[src/hdl/fat12_cluster_chain_walker_defines.svh]
// ----------------------------------------------------------------------------
// FAT12 cluster chain walker: assertion macros
// Shared property forms for the checks at the end of the top level.
// ----------------------------------------------------------------------------
`ifndef FAT12_CLUSTER_CHAIN_WALKER_DEFINES_SVH
`define FAT12_CLUSTER_CHAIN_WALKER_DEFINES_SVH

// The consequent must hold in the same cycle as the antecedent.
`define FCCW_ASSERT_SAME(label, clk, rst_n, ante, cons, msg) \
    label: assert property (@(posedge clk) disable iff (!rst_n) (ante) |-> (cons)) \
        else $error(msg);

// The consequent must hold in the cycle after the antecedent.
`define FCCW_ASSERT_NEXT(label, clk, rst_n, ante, cons, msg) \
    label: assert property (@(posedge clk) disable iff (!rst_n) (ante) |=> (cons)) \
        else $error(msg);

`endif

[src/hdl/fccw_ram.sv]
// ----------------------------------------------------------------------------
// FAT byte bank
// Simple dual-port synchronous RAM, one write and one registered read port.
// ----------------------------------------------------------------------------
module fccw_ram #(
    parameter int WIDTH = 8,
    parameter int DEPTH = 256,
    parameter int AW    = $clog2(DEPTH)
) (
    input  logic             i_clk,
    input  logic             i_we,
    input  logic [AW-1:0]    i_waddr,
    input  logic [WIDTH-1:0] i_wdata,
    input  logic             i_re,
    input  logic [AW-1:0]    i_raddr,
    output logic [WIDTH-1:0] o_rdata
);

    logic [WIDTH-1:0] r_mem [DEPTH];
    logic [WIDTH-1:0] r_rdata;

    always_ff @(posedge i_clk) begin
        if (i_we) begin
            r_mem[i_waddr] <= i_wdata;
        end
    end

    always_ff @(posedge i_clk) begin
        if (i_re) begin
            r_rdata <= r_mem[i_raddr];
        end
    end

    assign o_rdata = r_rdata;

endmodule

[config.mk]
export PLATFORM = sky130hd
export DESIGN_NAME = fccw_ram
export DESIGN_NICKNAME = d
export VERILOG_FILES = /design/src/hdl/fat12_cluster_chain_walker_defines.svh /design/src/hdl/fccw_ram.sv
export SDC_FILE = /design/constraint.sdc
export NUM_CORES = 2
export LEC_CHECK = 0
export ABC_AREA = 1
export BUFFER_PORTS_ARGS = -buffer_cell sky130_fd_sc_hd__buf_2
export CORE_MARGIN = 10
export CORE_UTILIZATION = 40
export CTS_CLUSTER_DIAMETER = 60
export DETAILED_ROUTE_END_ITERATION = 10
export HOLD_SLACK_MARGIN = 0.05
export PLACE_DENSITY = 0.59
export SYNTH_ARGS = -nofsm -noshare
export SYNTH_HDL_FRONTEND = slang
export SYNTH_SLANG_ARGS = --single-unit
[constraint.sdc]
create_clock -name i_clk -period 4.1 [get_ports i_clk]
set_clock_uncertainty 0.05 [all_clocks]
set_input_delay 1.025 -clock i_clk [delete_from_list [all_inputs] [get_ports i_clk]]
set_output_delay 1.025 -clock i_clk [all_outputs]
set_load 0.01 [all_outputs]
### Yosys cells after proc, flatten, opt, wreduce, memory -nomap -nowiden

Memory sizes are Yosys's and may differ from the RTL's. A register that Yosys moved wholly into a read port is not among the register bits.
Cells that the tools add are included.

| storage, ports and cells | value |
|---|---|
| memories kept | 1 |
| RAM bits | 2,048 |
| word-level logic and storage cells | 3 |
| register bits | 0 |
| output and inout port bits | 8 |

| operators by class | value |
|---|---|
| mux-type cells | 2 |

Memory list:

| name | words | bits a word | read ports | clocked after memory_dff | wr ports | line | source |
|---|---|---|---|---|---|---|---|
| r_mem | 256 | 8 | 1 | 1 | 1 | fccw_ram.sv:19 | `logic [WIDTH-1:0] r_mem [DEPTH];` |

Operators by type and width:

| cell | number |
|---|---|
| two-way mux 1 bit | 2 |

### Logic depth before layout (Yosys ltp)

| depth | value |
|---|---|
| depth in word-level cells | 2 |
| gate-level depth with buffers | 15 |
| gate-level depth less buffers | 11 |

### Worst setup path after synthesis

Ideal clock, no wire load.

| path | value |
|---|---|
| path kind | input-to-reg |
| start point | in i_we |
| end point | mem r_mem[162][0], enable pin |
| required time | 3.680 ns |
| path slack | 1.534 ns |
| path buffers | 2 |
| arrival time | 2.146 ns |
| cell stages on the path | 4 |
| library setup time | 0.370 ns |
| path through | clkbuf_1 -> nand3_1 -> clkbuf_1 -> nor2_1 |

| on the way | value |
|---|---|
| longest elaborated chain between the ends | 2 |

RTL lines:

| element | line | source |
|---|---|---|
| from (decl) | fccw_ram.sv:11 | `input logic i_we,` |
| two-way mux 1 bit | fccw_ram.sv:23 | `if (i_we) begin` |
| two-way mux 1 bit (implied by the code) | fccw_ram.sv:24 | `r_mem[i_waddr] <= i_wdata;` |
| to (decl) | fccw_ram.sv:19 |  |

Every way passes these cells.

==> qor.yml <==
drt-wirelength-per-cell_um: 23.8
io_pins: 35
rows: 167
finalSetupViolations: 0
reg2regPathDepth: 10
cts_buffers: 210
synth_area_um2: 83500
synth_top_area_frac: 0.740
ant_nets: 0
ys_warn_count: 0
die_w_um: 477
worstHoldStart: "i_wdata[5]"
cts_hold_buf: 0
rsz0062_at_grt: "false"
hpwl_um: 141000
syn_inst: 7003
critPathRequiredTime_ns: 4.64
fmax_mhz: 317
grt_max_degree: 130
grt_pass1_wl_um: 355000
crit_type: "input port to register"
area_growth_pct: 13.3
grt_pass1_vias: 52800
power.density_nw_per_um2: 473
place_congestion: 0.864
r2r-start: "r_mem[185][0]"
stdcell_count: 10000
min_path_type: "input port to register"
crit_path_end_kind: "register"
clockBufferDepth: 3
irDropWorstVdd_uv: 362
cts_tree: "done"
cts_resized: 0
multi_input_area_um2: 19200
finish.net_count: 7103
place.port_buffers: 34
crit_fanout: 32
h-tree-depth: 4
grt_overflow: 0
tightest_slew_ns: 1.07
antenna_found_initial: 13
p_leak_nw: 32.9
start_util: 0.403
crit_path_start_kind: "input port"
min_path_cells: 1
drt_pass1_iterations: 5
finalWirelength_um: 239000
synth.avg_cell_area_um2: 11.9
timing.rr.end: "o_rdata[0]"
core_um2: 207000
finalMaxSlewViolations: 0
ys_top_cells_by_area: "edfxtp_1 74%, nand3_1 12%, nand2_1 9.5%"
via_count: 55000
hold_path_end: "r_mem[234][5]"
fin_setup_tns_ns: 0
drv_cap: 0
die_y_um: 477
seq_area_frac_synth: 0.740
syn_nets: 7030
clk_latency_ns: 0.85
status: "completed"
synth_seq_cells: 2056
path_clk_slew_ns: 0.06
hold_viol_final: 0
vias_per_cell: 5.48
synth_area_leader_cell: "edfxtp_1"
nFillCells: 18800
post-route-period-util: 0.770
cp_data_arrival_time_ns: 3.69
remaining_drc_errors: 0
first_iter_violations: 6804
grt_usage: 0.204
placed_cells: 9652
die_area_um2: 227000
seq_area_um2: 61700
ys_types: 13
final_layout_size_suffix_gt1_frac: 0.0904
rrSetupSlack_ns: 1.96
cts_setup_buffers: 0
fin_crit_ns: 3.16
numClockSinks: 2056
root_buffer: "clkbuf_16"
max_slew_margin: 0.286
layout make-up:
class / count / share of cell area
antenna: 5 / 0.000132
clock buffer: 250 / 0.0580
clock inverter: 135 / 0.0129
inverter: 39 / 0.00190
multi-input combinational: 4425 / 0.203
sequential: 2056 / 0.653
tap: 2788 / 0.0369
timing repair buffer: 344 / 0.0350
logic make-up (layout without fill, tap and decap cells):
kind of cell | Yosys count | in the layout | share of synthesized area
and+or+nand+nor | 4425 | 4425 | 0.229
DFF | 2056 | 2056 | 0.740
buffers and inverters | 522 | 768 | 0.0312
other | 0 | 5 | 0
worst max-delay path by stage:
stage | to | start | slack [ns]
3_5_place_dp | o_rdata[2] | i_raddr[1] | 0.19
4_1_cts | o_rdata[2] | i_raddr[1] | 1.10
6_report | o_rdata[2] | i_raddr[1] | 0.94
5_1_grt | o_rdata[5] | i_raddr[1] | 0.98
2_1_floorplan | r_mem[162][0] | i_we | 1.53
3_3_place_gp | o_rdata[2] | i_raddr[1] | 0.17
Yosys cell counts:
cell type  count
buf_8          1
nor2_1       283
edfxtp_1    2056
nand2_1     2123
inv_2          2
buf_1         40
buf_6         16
clkbuf_1     112
buf_2        268
inv_1         36
buf_4         46
nand3_1     2019
inv_4          1
sequential cells by signal, indices dropped and copies added (netlist names):
register,flops
r_mem,2048
o_rdata,8
worst max-delay path, stage by stage:
cell,delay (ns)
buf_8,0.17
inv_8,0.35
buf_12,0.22
buf_4,0.38
nand3_1,0.12
nand3_1,0.16
nand3_1,0.09
nand3_1,0.19
nand3_1,0.19
nand3_1,0.31
nand2_1,0.15
nand2_1,0.16
nand2_1,0.07
power breakdown:
| group | leakage (nW) | internal (mW) | switching [mW] | total (mW) |
|---|---|---|---|---|
| Clock | 3.31 | 10.8 | 8.06 | 18.8 |
| Sequential | 18.5 | 23.2 | 0.0310 | 23.2 |
| Combinational | 11.1 | 0.673 | 2.06 | 2.73 |
per-stage QoR:
| stage | total power [mW] | setup slack, ns | util | hold slack [ns] | cell area (um2) |
|---|---|---|---|---|---|
| finish | 44.8 | 0.944 | 0.456 | 0.593 | 94600 |
| global route | 46.1 | 0.982 | 0.456 | 0.590 | 94600 |
| CTS | 45.0 | 1.10 | 0.456 | 0.574 | 94600 |
| detailed placement | 26.4 | 0.190 | 0.424 | 0.992 | 87900 |
| global placement | 26.4 | 0.171 | 0.424 | 0.981 | 87900 |
| floorplan | 25.1 | 1.53 | - | 0.861 | 83500 |
per-layer routing:
| layer | up-vias | track usage | part of all wire |
|---|---|---|---|
| li1 | 25000 | - | - |
| met1 | 27200 | 0.287 | 0.42 |
| met2 | 2396 | 0.319 | 0.46 |
| met4 | 0 | 0.0802 | 0.039 |
| met5 | - | 0 | 0 |
| met3 | 408 | 0.0293 | 0.076 |
cell usage in the layout, fill, tap and decap left out:
master | netlist | layout
nand2_1 | 2123 | 2115
edfxtp_1 | 2056 | 2056
nand3_1 | 2019 | 2019
nor2_1 | 283 | 283
buf_4 | 46 | 255
clkbuf_16 | 0 | 214
buf_12 | 0 | 56
clkinv_1 | 0 | 51
clkinv_2 | 0 | 47
clkbuf_1 | 112 | 36
inv_1 | 36 | 34
buf_2 | 268 | 22
bufinv_16 | 0 | 20
buf_8 | 1 | 11
nand2_2 | 0 | 8
inv_6 | 0 | 7
diode_2 | 0 | 5
inv_16 | 0 | 4
inv_8 | 0 | 3
clkinv_4 | 0 | 3
clkinvlp_4 | 0 | 2
inv_4 | 1 | 1
inv_2 | 2 | 1
clkinv_8 | 0 | 1
(Power assumes the default switching activity.)
