`src/hdl/fat12_cluster_chain_walker_defines.svh`:
```
// ----------------------------------------------------------------------------
// FAT12 cluster chain walker: assertion macros
// Shared property forms for the checks at the end of the top level.
// ----------------------------------------------------------------------------
`ifndef FAT12_CLUSTER_CHAIN_WALKER_DEFINES_SVH
`define FAT12_CLUSTER_CHAIN_WALKER_DEFINES_SVH

// The consequent must hold in the same cycle as the antecedent.
`define FCCW_ASSERT_SAME(label, clk, rst_n, ante, cons, msg) \
    label: assert property (@(posedge clk) disable iff (!rst_n) (ante) |-> (cons)) \
        else $error(msg);

// The consequent must hold in the cycle after the antecedent.
`define FCCW_ASSERT_NEXT(label, clk, rst_n, ante, cons, msg) \
    label: assert property (@(posedge clk) disable iff (!rst_n) (ante) |=> (cons)) \
        else $error(msg);

`endif

```
`src/hdl/fccw_pkg.sv`:
```
// ----------------------------------------------------------------------------
// FAT12 cluster chain walker package
// Sizes, codes and state types shared by the walker modules.
// ----------------------------------------------------------------------------
package fccw_pkg;

    localparam int FAT_BYTES  = 512;
    localparam int MAX_CHAIN  = 64;
    localparam int FAT_AW     = $clog2(FAT_BYTES);
    localparam int BANK_DEPTH = FAT_BYTES / 2;
    localparam int BANK_AW    = FAT_AW - 1;
    // Wide enough for cluster + cluster/2 + 1 and for FAT_BYTES itself.
    localparam int CL_AW      = 14;
    localparam int STEP_W     = $clog2(MAX_CHAIN + 1);
    localparam int GEOM_W     = 21;

    localparam logic [11:0] END_MARK   = 12'hFF8;
    localparam logic [11:0] FIRST_DATA = 12'd2;

    localparam logic [1:0] CFG_DATA_START  = 2'd0;
    localparam logic [1:0] CFG_SECT_PER_CL = 2'd1;
    localparam logic [1:0] CFG_BYTES_SECT  = 2'd2;

    typedef enum logic {
        OP_WRITE = 1'b0,
        OP_WALK  = 1'b1
    } t_opcode;

    typedef enum logic [1:0] {
        ST_OK       = 2'd0,
        ST_INVALID  = 2'd1,
        ST_TOO_LONG = 2'd2
    } t_status;

    typedef enum logic [1:0] {
        S_IDLE,
        S_ISSUE,
        S_EVAL
    } t_state;

    typedef struct packed {
        logic               start;
        logic [11:0]        cluster;
        logic [31:0]        data_start;
        logic [7:0]         sect_per_cl;
        logic [12:0]        bytes_sect;
    } t_offset_req;

endpackage

```
`src/hdl/fccw_offset.sv`:
```
// ----------------------------------------------------------------------------
// Cluster data offset unit
// Computes data_start + (cluster - 2) * sectors * bytes, modulo 2**32.
// ----------------------------------------------------------------------------
module fccw_offset import fccw_pkg::*; (
    input  logic        i_clk,
    input  t_offset_req i_req,
    output logic [31:0] o_offset
);

    logic [GEOM_W-1:0] r_geom;
    logic [31:0]       r_prod;
    logic [11:0]       rel;
    logic [32:0]       prod_full;

    // Cluster size in bytes, refreshed every cycle from the live registers.
    always_ff @(posedge i_clk) begin
        r_geom <= GEOM_W'(i_req.sect_per_cl) * GEOM_W'(i_req.bytes_sect);
    end

    assign rel       = i_req.cluster - FIRST_DATA;
    assign prod_full = 33'(rel) * 33'(r_geom);

    always_ff @(posedge i_clk) begin
        if (i_req.start) begin
            r_prod <= prod_full[31:0];
        end
    end

    assign o_offset = i_req.data_start + r_prod;

endmodule

```
`config.mk`:
```
export PLATFORM = sky130hd
export DESIGN_NAME = fccw_offset
export DESIGN_NICKNAME = d
export VERILOG_FILES = /design/src/hdl/fat12_cluster_chain_walker_defines.svh /design/src/hdl/fccw_pkg.sv /design/src/hdl/fccw_offset.sv
export SDC_FILE = /design/constraint.sdc
export NUM_CORES = 1
export LEC_CHECK = 0
export ABC_AREA = 1
export BUFFER_PORTS_ARGS = -buffer_cell sky130_fd_sc_hd__buf_2
export CAP_MARGIN = 20
export CORE_MARGIN = 5
export CORE_UTILIZATION = 54
export CTS_CLUSTER_DIAMETER = 100
export DETAILED_ROUTE_END_ITERATION = 7
export PLACE_DENSITY = 0.8
export SLEW_MARGIN = 10
export SYNTH_ARGS = -nofsm -noshare
export SYNTH_HDL_FRONTEND = slang
export SYNTH_SLANG_ARGS = --single-unit
export TNS_END_PERCENT = 10
```
`constraint.sdc`:
```
create_clock -name i_clk -period 6.5 [get_ports i_clk]
set_input_delay 0.975 -clock i_clk [delete_from_list [all_inputs] [get_ports i_clk]]
set_output_delay 0.975 -clock i_clk [all_outputs]
set_load 0.005 [all_outputs]
```
# After elaboration in Yosys (flattened, before gate mapping)
# Index checks and enable logic that the tools add are counted.
# word_totals
register_bits	53
latch_bits	0
ram_bits	0
romBits	0
memories	0
# classes
n_addsub	2
mul	2
n_div	0
order_cmp	0
eq_ne	0
shift	0
muxes	0
n_bitwise	0
reduce_logical	0
# ops
op	n
32-bit adder	1
12-bit by 21-bit multiplier with 32-bit output	1
8-bit by 13-bit multiplier with 21-bit output	1
12-bit by 2-bit subtractor with 12-bit output, second input constant	1

# Longest topological paths before layout
# Gate-level depths: netlist of the first run.
# logic_depth
ltp_word	2
depth_mapped	32
mapped_depth_nobuf	31

# Worst setup path after synthesis of the first run
# Ideal clock, no wire load.
# synth_timing
path_type	input -> register
start	in i_req[54] in the netlist's numbering
end	reg r_prod[31], data pin
setup_time_ns	0.252
arrival_time_ns	5.970
setup_slack_ns	0.278
path_stages	28
path_buffers	2
cell_sequence	inv_1 clkbuf_1 ha_1 or2_2 nand2_1 clkinv_1 clkbuf_1 nand2_1 fa_1 inv_1 fa_1 inv_1 fa_1 inv_1 fa_1 inv_1 fa_1 inv_1 ha_1 nand2_1 nor2_1 nand2_1 nor3b_1 nand2_1 inv_1 nor2_1 nand2_1 nand2_1
# synth_between
elab_chain_cells	2
# synth_rtl
item	line_no	source
start: declaration	fccw_offset.sv:7	input t_offset_req i_req,
12-bit by 2-bit subtractor with 12-bit output	fccw_offset.sv:21	assign rel = i_req.cluster - FIRST_DATA;
12-bit by 21-bit multiplier with 32-bit output	fccw_offset.sv:22	assign prod_full = 33'(rel) * 33'(r_geom);
net prod_full[31]	fccw_offset.sv:14	logic [32:0] prod_full;
end signal: assignment	fccw_offset.sv:26	r_prod <= prod_full[31:0];
end: declaration	fccw_offset.sv:12	logic [31:0] r_prod;
# The timed path passes the listed nets, and every way through them passes these cells.
# A chain may end at the register's enable or synchronous reset.

# Worst setup path in the final report of the first run
# layout_timing
start	in i_req[54] in the netlist's numbering
end	reg r_prod[19], data pin
# The elaborated chain is that of the path after synthesis.

==> impl_results.md, run 1 <==
* Outcome: completed
* Pin count of the biggest net entering global routing at 33
* Synth cell types at 39
* Setup bufs post-CTS at 0
* # rows at 62
* Area delta synth->final at 8.22%
* Max incr delay on CP at 0.55 ns
* Critical Path End Type: flip-flop
* Clock transition at the registers of the reported paths at 0.08 ns
* Antenna violations before repair at 0
* Area of the multi-input gates at 11800 sq um
* Worst-path maximum fanout at 15
* Synth top area share at 33.2%
* Final wirelength at 38.4 mm
* Post-synth ARST share at 0%
* Global-route wire length before repair at 65.1 mm
* CP max stage cell: fa_1
* Buffers & Inverters on Critical Path at 7
* Final Hold Vio Count at 0
* Input/output buffers at 98
* Total iterations of the first detailed-routing run at 5
* Core area at 28500 sq um
* GPL Wtd Cong at 0.957
* Chip Height at 179 um
* Setup TNS at 0 ns
* Storage element area at 1380 sq um
* GRT overflow at 0
* Routed len/inst at 14.5 um
* Hold EP: r_prod[0]$_DFFE_PP_
* Worst reg2reg path startpoint: r_geom[16]$_DFF_P_
* Rel. slew slack at 49.3%
* N_diodes at 0
* Worst-margin pin slew at 0.760 ns
* DR DRC count at 0
* Pins Over Slew Limit at 0
* Hold-fix buffers, CTS at 0
* RSZ-0062 raised after global routing: false
* # nets final at 2721
* Worst reg2reg path depth at 16
* CTS tree: done
* Total of max-cap violations at 0
* Bufs on Longest Clock Path at 2
* WP data required at 6.57 ns
* Post-Syn Nets at 2631
* Via count at 13700
* TritonCTS Sinks at 53
* Sequential area share after synthesis at 8.94%
* Hold_sp: r_geom[0]$_DFF_P_
* Initial Util at 54.3%
* Clock latency on the worst-skew pair at 0.31 ns
* Fill cells at 2657
* Cell taking the most area after synthesis: fa_1
* Synth area leaders: fa_1 33%, nand2_1 16%, inv_1 13%
* Vias in the first global route at 14100
* # setup viols final at 0
* Die width at 179 um
* Die area at 32100 sq um
* Global-route usage over all layers at 25.2%
* Period Utilization, post-route at 93.0%
* CTS root buf: clkbuf_16
* Crit path max-delay family: adder cells
* Total CTS buffers at 5
* Skew final at 0.0141 ns
* Post-DRT Antenna Nets at 0
* Synth Flop Type: edfxtp_1
* Share of cells above drive strength 1 at 7.57%
* Reg-to-reg setup timing slack at 1.39 ns
* Syn. warnings at 0
* Initial DRC Count at 887
* Hold-critical path depth at 2
* Mapped Area at 15500 sq um
* Worst Setup Path Type: input pin to flip-flop
* Gate Count Post-Synth at 2167
* CTS H-tree lvls at 2
* Synth Register Bits at 53
* CP Launch Type: input pin
* Post-CTS Resized at 0
* Io pins at 99
* Worst Hold Class: flip-flop to flip-flop
* Post-route minimum period at 6.05 ns
* EDFF count, synth at 32
* Mean post-synth cell area at 7.13 sq um
* FMAX at 0.165 GHz
* DR vias/cell at 5.17
* CP arrival at 6.12 ns
* DPL Wire Length at 33.7 mm
* Reg2reg end: r_prod[29]$_DFFE_PP_
-- how the worst max path moves through the flow --
stage | from | endpoint | depth (start not counted)
6_report | i_req[54] | r_prod[19]$_DFFE_PP_ | 25
5_1_grt | i_req[54] | r_prod[19]$_DFFE_PP_ | 25
4_1_cts | i_req[54] | r_prod[19]$_DFFE_PP_ | 28
3_5_place_dp | i_req[54] | r_prod[19]$_DFFE_PP_ | 28
3_3_place_gp | i_req[54] | r_prod[27]$_DFFE_PP_ | 27
2_1_floorplan | i_req[54] | r_prod[31]$_DFFE_PP_ | 28
-- layer usage --
metal | routed length, um | GRT usage, % | share of wire (%) | vias to the layer above
met4 | 1040 | 7.14 | 2.7 | 0
met3 | 2980 | 4.07 | 7.8 | 76
li1 | - | - | - | 6560
met1 | 16600 | 33.7 | 43 | 6538
met5 | 0 | 0 | 0 | -
met2 | 17800 | 42.4 | 46 | 482
-- cells in the mapped netlist, types with 2 or more instances --
library cell and number:
or2_2 4, buf_6 2, nor2_2 10, nand4_1 24
nor2_1 140, o21bai_1 8, xor2_1 39, clkbuf_1 47
o21ai_0 36, nand3_1 73, a31oi_1 2, a21oi_1 73
inv_1 538, dfxtp_1 21, ha_1 141, clkinv_1 2
edfxtp_1 32, buf_2 3, o21a_1 2, nand2_1 663
nor3b_1 3, nor4_1 2, clkbuf_2 3, fa_1 256
nand2_2 3, nor3_1 16, buf_4 2, xnor2_1 11
-- placed cells by master (no fill, tap or decap), drive strengths merged --
cell type,count
o21ai,37
nor4,2
nor3,18
and3,1
clkinvlp,1
nand3,73
nand2,667
nand4,24
nor2,151
clkbuf,5
xnor2,11
clkinv,3
a31oi,2
inv,540
dfxtp,21
o31ai,1
fa,256
and2,1
a21o,1
or2,4
buf,140
nor3b,3
o21bai,8
edfxtp,32
bufinv,1
ha,141
a21oi,73
xor2,39
o21a,2
-- kinds of logic after synthesis --
group / count (synthesis) / synth area share (%)
compound gates: 124 / 4.25
buf+inv: 599 / 14.8
simple gates: 944 / 24.7
fa+ha+maj: 397 / 44.6
flops: 53 / 8.94
xor+xnor: 50 / 2.83
-- flip-flops by register name, indices dropped and copies added, names as in the netlist --
name,count
r_prod,32
r_geom,21
-- per-stage QoR --
step                      cells  util, %  setup WS [ns]  hold slack (ns)  cell area (sq um)
final                      2642     58.8          0.452            0.746              16700
after global routing       2642     58.8         0.0882            0.762              16700
after CTS                  2642     58.8          0.462            0.731              16700
after detailed placement   2634     58.2          0.129            0.717              16600
after global placement     2634     58.2          0.147            0.713              16600
after floorplan            2167        -          0.278            0.568              15500
-- final cells by class --
type | instances | share of cell area (%)
clock buffers | 5 | 0.748
flip-flops and latches | 53 | 8.26
inverters | 542 | 12.2
clock inverters | 3 | 0.247
repair buffers | 140 | 5.19
well taps | 384 | 2.87
multi-input cells | 1515 | 70.5
-- worst min-delay path, cell delays in order (launching register included) --
cell and delay [ns]:
dfxtp_1 0.43, nand2_1 0.12, inv_1 0.04
Power of run 1 is not shown: default switching activity piles up to over one toggle a cycle in this logic, so the estimate is an artifact.
==> inputs of run 2 (changes only) <==
--- a/config.mk
+++ b/config.mk
@@ -5,7 +5,6 @@
 export SDC_FILE = /design/constraint.sdc
 export NUM_CORES = 1
 export LEC_CHECK = 0
-export ABC_AREA = 1
 export BUFFER_PORTS_ARGS = -buffer_cell sky130_fd_sc_hd__buf_2
 export CAP_MARGIN = 20
 export CORE_MARGIN = 5
==> run 2 against run 1 <==
Effect of this change: the flow now finishes with violations (setup timing); critical path depth stayed put; via count is 17% lower; sequential share of layout area is 0.33 points higher; core utilization is 2.8 points higher; final area is 3.9% lower; first-iteration DRC count is 26% lower; die area is 6.8% lower; flip-flop and latch count stayed put; largest cell class unchanged.
==> impl_results.md, run 2 <==
* Biggest regs: r_prod: 32 flops, r_geom: 21 flops
* Worst Setup Path Type: input pin to flip-flop
* Synth Flop Type: edfxtp_1
* Fill cells at 2111
* Area of the multi-input gates at 11600 sq um
* Largest family of logic cells by synthesized area: adder cells
* CTS tree: done
* Synth cell types at 64
* Complex-gate fraction of the synthesized area at 9.97%
* Post-DRT Antenna Nets at 0
* Pin count of the biggest net entering global routing at 33
* Most flops, register: r_prod
* Post-route minimum period at 6.65 ns
* Io pins at 99
* Area delta synth->final at 12.1%
* Die area at 29900 sq um
* Vias in the first global route at 12000
* Core area at 26100 sq um
* Chip Height at 173 um
* Post-Synth XOR/XNOR Area at 4.34%
* Global-route usage over all layers at 21.8%
* Input/output buffers at 98
* Total CTS buffers at 5
* Clock transition at the registers of the reported paths at 0.07 ns
* Outcome: finished with violations
* Total iterations of the first detailed-routing run at 5
* # nets final at 2230
* N_diodes at 0
* EDFF count, synth at 32
* Die width at 173 um
* # setup viols final at 4
* Bufs on Longest Clock Path at 2
* Synth area leaders: fa_1 36%, ha_1 12%, inv_1 8.5%
* Worst-path maximum fanout at 9
* Via count at 11400
* PnR worst setup slack at -0.153 ns
* Post-synthesis simple-gate area fraction at 17.8%
* Routed len/inst at 15.4 um
* Period Utilization, post-route at 102%
* Gate Count Post-Synth at 1626
* GRT overflow at 0
* Final wirelength at 32.3 mm
* CTS root buf: clkbuf_16
* DR DRC count at 0
* WP data required at 6.55 ns
* Final Hold Vio Count at 0
* FMAX at 0.150 GHz
* Antenna violations before repair at 2
* TritonCTS Sinks at 53
* Rel. slew slack at 47.5%
* CP arrival at 6.70 ns
* Synth Register Bits at 53
* Pins Over Slew Limit at 0
* Failing checks: setup timing
* Storage element area at 1380 sq um
* Critical Path End Type: flip-flop
* Worst Hold Class: flip-flop to flip-flop
* Sequential area share after synthesis at 9.63%
* DR vias/cell at 5.41
* Setup bufs post-CTS at 0
* Cell taking the most area after synthesis: fa_1
* Most frequent cells in the layout: 323 x inv_1, 254 x fa_1, 245 x nand2_1, 137 x ha_1, 119 x and2_1
* CTS H-tree lvls at 2
* Global-route wire length before repair at 55.3 mm
* RSZ-0062 raised after global routing: true
* CP Launch Type: input pin
* Worst-margin pin slew at 0.767 ns
* # rows at 59
* Initial DRC Count at 653
* Max FFs per register at 32
* Mean post-synth cell area at 8.82 sq um
* GPL Wtd Cong at 0.964
* Synth top area share at 35.7%
* Mapped Area at 14300 sq um
* Most frequent cell after synthesis: inv_1
* Clock latency on the worst-skew pair at 0.30 ns
* Total of max-cap violations at 0
* Post-synth ARST share at 0%
* Initial Util at 54.9%
* Most common cell after layout, fill and taps aside: inv_1
* Fin util at 61.5%
* Skew final at 0.00637 ns
* Post-Syn Nets at 2090
* Mux contribution to synthesized area at 0.0698%
* DPL Wire Length at 27.2 mm
* Commonest cells post-synth: 325 x inv_1, 256 x fa_1, 247 x nand2_1
* Syn. warnings at 0
* Adder-cell share of the synthesized area at 48.0%
* Share of cells above drive strength 1 at 13.8%
-- run 2: timing repair --
| item | in CTS | in global routing |
|---|---|---|
| pin swaps | 2 | 0 |
| setup endpoints to repair | 10 | 14 |
| hold buffers | 0 | 0 |
| gates resized for setup | 11 | 7 |
-- run 2: worst max-delay path, stage by stage --
cell and delay, ns:
buf_2 0.12, inv_1 0.09, ha_4 0.14, inv_2 0.04, or3_1 0.35, xnor2_2 0.22, buf_4 0.21, nand2_2 0.07
fa_1 0.50, fa_1 0.51, inv_1 0.06, fa_1 0.47, fa_1 0.52, inv_1 0.06, fa_1 0.51, inv_1 0.07
ha_4 0.26, a2111oi_4 0.30, o21ai_1 0.15, a31o_1 0.22, and3_4 0.19, a2111oi_4 0.27, o311ai_1 0.14, a21oi_1 0.17
xnor2_1 0.08
-- run 2: per-layer routing --
metal | part of all wire [%] | vias to the layer above | GRT usage [%]
li1 | - | 5362 | -
met1 | 42 | 5522 | 28.0
met2 | 48 | 416 | 38.4
met3 | 7.0 | 66 | 3.89
met4 | 2.3 | 4 | 5.65
met5 | 0.050 | - | 0
-- run 2: worst paths after layout --
check | depth (start not counted) | startpoint | slack [ns] | end
setup / recovery | 25 | i_req[55] | -0.15 | r_prod[31]$_DFFE_PP_
setup reg to reg | 18 | r_geom[12]$_DFF_P_ | 0.79 | r_prod[31]$_DFFE_PP_
hold / removal | 1 | r_geom[0]$_DFF_P_ | 0.82 | r_prod[0]$_DFFE_PP_
hold reg to reg | 1 | r_geom[0]$_DFF_P_ | 0.82 | r_prod[0]$_DFFE_PP_
-- run 2: cell type report --
type | instances | area share, %
Multi-Input combinational cell | 1189 | 72.4
Inverter | 325 | 7.66
Clock buffer | 7 | 0.825
Clock inverter | 1 | 0.0467
Sequential cell | 53 | 8.59
Tap cell | 335 | 2.61
Timing Repair Buffer | 192 | 7.85
-- run 2: cells by family (layout without fill, tap and decap cells) --
kind of cell,count (synthesis),count (layout)
flops,53,53
simple gates,522,522
compound gates,198,198
mux,1,1
xor+xnor,71,71
fa+ha+maj,397,397
buf+inv,384,525
-- run 2: stage by stage --
stage	setup TNS (ns)	area, sq um	hold slack [ns]	setup slack (ns)	cells
2_1_floorplan	-0.202	14400	0.643	-0.105	1626
5_1_grt	-3.10	16100	0.847	-0.431	2102
6_report	-0.306	16100	0.821	-0.153	2102
3_5_place_dp	-5.65	15800	0.800	-0.601	2094
4_1_cts	-0.0667	16100	0.811	-0.0457	2102
3_3_place_gp	-3.62	15800	0.791	-0.436	2094
Power of run 2 is left out for the same reason.
==> inputs of run 3 (changes only) <==
--- a/config.mk
+++ b/config.mk
@@ -7,11 +7,13 @@
 export LEC_CHECK = 0
 export BUFFER_PORTS_ARGS = -buffer_cell sky130_fd_sc_hd__buf_2
 export CAP_MARGIN = 20
+export CELL_PAD_IN_SITES_DETAIL_PLACEMENT = 0
+export CELL_PAD_IN_SITES_GLOBAL_PLACEMENT = 1
 export CORE_MARGIN = 5
-export CORE_UTILIZATION = 54
+export CORE_UTILIZATION = 44
 export CTS_CLUSTER_DIAMETER = 100
 export DETAILED_ROUTE_END_ITERATION = 7
-export PLACE_DENSITY = 0.8
+export PLACE_DENSITY = 0.84
 export SLEW_MARGIN = 10
 export SYNTH_ARGS = -nofsm -noshare
 export SYNTH_HDL_FRONTEND = slang
==> run 3 against run 2 <==
Effect of this change: the flow still finishes with violations (setup timing); fmax is 0.59% higher; critical path depth is 1 lower; via count is 2.6% lower; flip-flop and latch count stayed put; register-to-register slack better by 0.10 ns; setup slack better by 0.039 ns; die area is 21% higher; final cell count is 5.9% higher; routed wire length hardly changed; clock skew is 0.0033 ns higher; worst hold slack better by 0.026 ns; final area is 2.6% higher; highest routed layer is now met4.
==> impl_results.md, run 3 (synthesized netlist as in run 2, its figures left out) <==
* Post-route minimum period at 6.61 ns
* # setup viols final at 5
* Period Utilization, post-route at 102%
* Total iterations of the first detailed-routing run at 5
* Total of max-cap violations at 0
* Routed len/inst at 14.5 um
* FMAX at 0.151 GHz
* GPL Wtd Cong at 0.898
* Biggest regs: r_prod: 32 flops, r_geom: 21 flops
* Most flops, register: r_prod
* Post-DRT Antenna Nets at 0
* Worst-margin pin slew at 0.809 ns
* Skew final at 0.00966 ns
* Worst Setup Path Type: input pin to flip-flop
* Critical Path End Type: flip-flop
* Share of cells above drive strength 1 at 15.6%
* Antenna violations before repair at 0
* Storage element area at 1380 sq um
* Failing checks: setup timing
* Global-route wire length before repair at 55.0 mm
* Worst Hold Class: flip-flop to flip-flop
* Worst reg2reg path startpoint: r_geom[12]$_DFF_P_
* Placed Area at 16100 sq um
* Clock latency on the worst-skew pair at 0.31 ns
* Global-route usage over all layers at 18.1%
* DR vias/cell at 4.98
* Crit path from: i_req[56]
* WP data required at 6.56 ns
* Outcome: finished with violations
* Most frequent cells in the layout: 321 x inv_1, 248 x fa_1, 245 x nand2_1, 135 x ha_1, 119 x and2_1
* Initial Util at 44.3%
* Pins Over Slew Limit at 0
* CTS H-tree lvls at 2
* Max FFs per register at 32
* Final wirelength at 32.3 mm
* Via count at 11100
* Vias in the first global route at 11500
* Pin count of the biggest net entering global routing at 33
* Hold-fix buffers, CTS at 0
* Worst-path maximum fanout at 10
* Die width at 191 um
* DPL Wire Length at 27.4 mm
* Design Area, Final at 16500 sq um
* Input/output buffers at 98
* Setup TNS at -0.275 ns
* Core area at 32400 sq um
* TritonCTS Sinks at 53
* Initial DRC Count at 530
* Bufs on Longest Clock Path at 2
* Worst hold margin at 0.847 ns
* RSZ-0062 raised after global routing: true
* Rel. slew slack at 44.6%
* CTS root buf: clkbuf_16
* PnR worst setup slack at -0.114 ns
* Chip Height at 191 um
* # rows at 66
* Clock transition at the registers of the reported paths at 0.07 ns
* N_diodes at 0
* CTS tree: done
* Area of the multi-input gates at 11800 sq um
* Total CTS buffers at 5
* Most common cell after layout, fill and taps aside: inv_1
* Io pins at 99
* # nets final at 2248
* CP arrival at 6.67 ns
* Hold_sp: r_geom[0]$_DFF_P_
* Die area at 36300 sq um
* DR DRC count at 0
* CP Launch Type: input pin
* GRT overflow at 0
* Final Hold Vio Count at 0
* Fill cells at 3000
* Area delta synth->final at 15.0%
[run 3: area by class of cell]
| type | count | share of cell area (%) |
|---|---|---|
| multi-input cells | 1189 | 71.3 |
| repair buffers | 210 | 8.50 |
| flip-flops and latches | 53 | 8.38 |
| inverters | 325 | 7.47 |
| well taps | 442 | 3.35 |
| clock buffers | 5 | 0.759 |
| clock inverters | 2 | 0.212 |
[run 3: per-stage QoR]
| stage | utilization [%] | instances | setup slack (ns) |
|---|---|---|---|
| 6_report | 51.0 | 2226 | -0.114 |
| 5_1_grt | 51.0 | 2226 | -0.370 |
| 4_1_cts | 50.4 | 2220 | -0.140 |
| 3_5_place_dp | 49.7 | 2213 | -0.557 |
| 3_3_place_gp | 49.7 | 2213 | -0.451 |
| 2_1_floorplan | - | 1626 | -0.105 |
[run 3: path summary, 6_finish.rpt]
kind,slack [ns],end,cells past startpoint
max,-0.11,r_prod[31]$_DFFE_PP_,24
min,0.85,r_prod[0]$_DFFE_PP_,1
max reg2reg,0.89,r_prod[31]$_DFFE_PP_,18
min reg2reg,0.85,r_prod[0]$_DFFE_PP_,1
[run 3: what timing repair did]
action	CTS	global route
hold endpoints to repair	0	0
resized for setup	16	30
buffers inserted	0	5
cloned	0	1
pin swaps	8	13
setup endpoints to repair	11	15
[run 3: per-layer routing]
| layer | routed length (um) | part of all wire [%] | GRT usage [%] | vias up |
|---|---|---|---|---|
| li1 | - | - | - | 5388 |
| met1 | 14800 | 46 | 25.1 | 5385 |
| met2 | 15400 | 48 | 31.3 | 286 |
| met3 | 1790 | 5.5 | 2.31 | 19 |
| met4 | 333 | 1.0 | 2.65 | 0 |
| met5 | 0 | 0 | 0 | - |
[run 3: worst max-delay path, cell delays in order]
cell and delay, ns:
buf_2 0.11, nor3_2 0.18, buf_4 0.17, nand2b_4 0.09, nor4_2 0.27, xor2_1 0.13, buf_4 0.19, and2_1 0.17
fa_1 0.56, fa_1 0.43, fa_1 0.48, fa_1 0.53, inv_1 0.06, fa_1 0.52, inv_2 0.05, ha_4 0.25
a2111oi_4 0.27, o21ai_1 0.11, a31o_1 0.20, and3_4 0.20, a2111oi_4 0.28, o311ai_1 0.16, a21oi_1 0.19, xnor2_1 0.07
Power of run 3 is left out for the same reason.
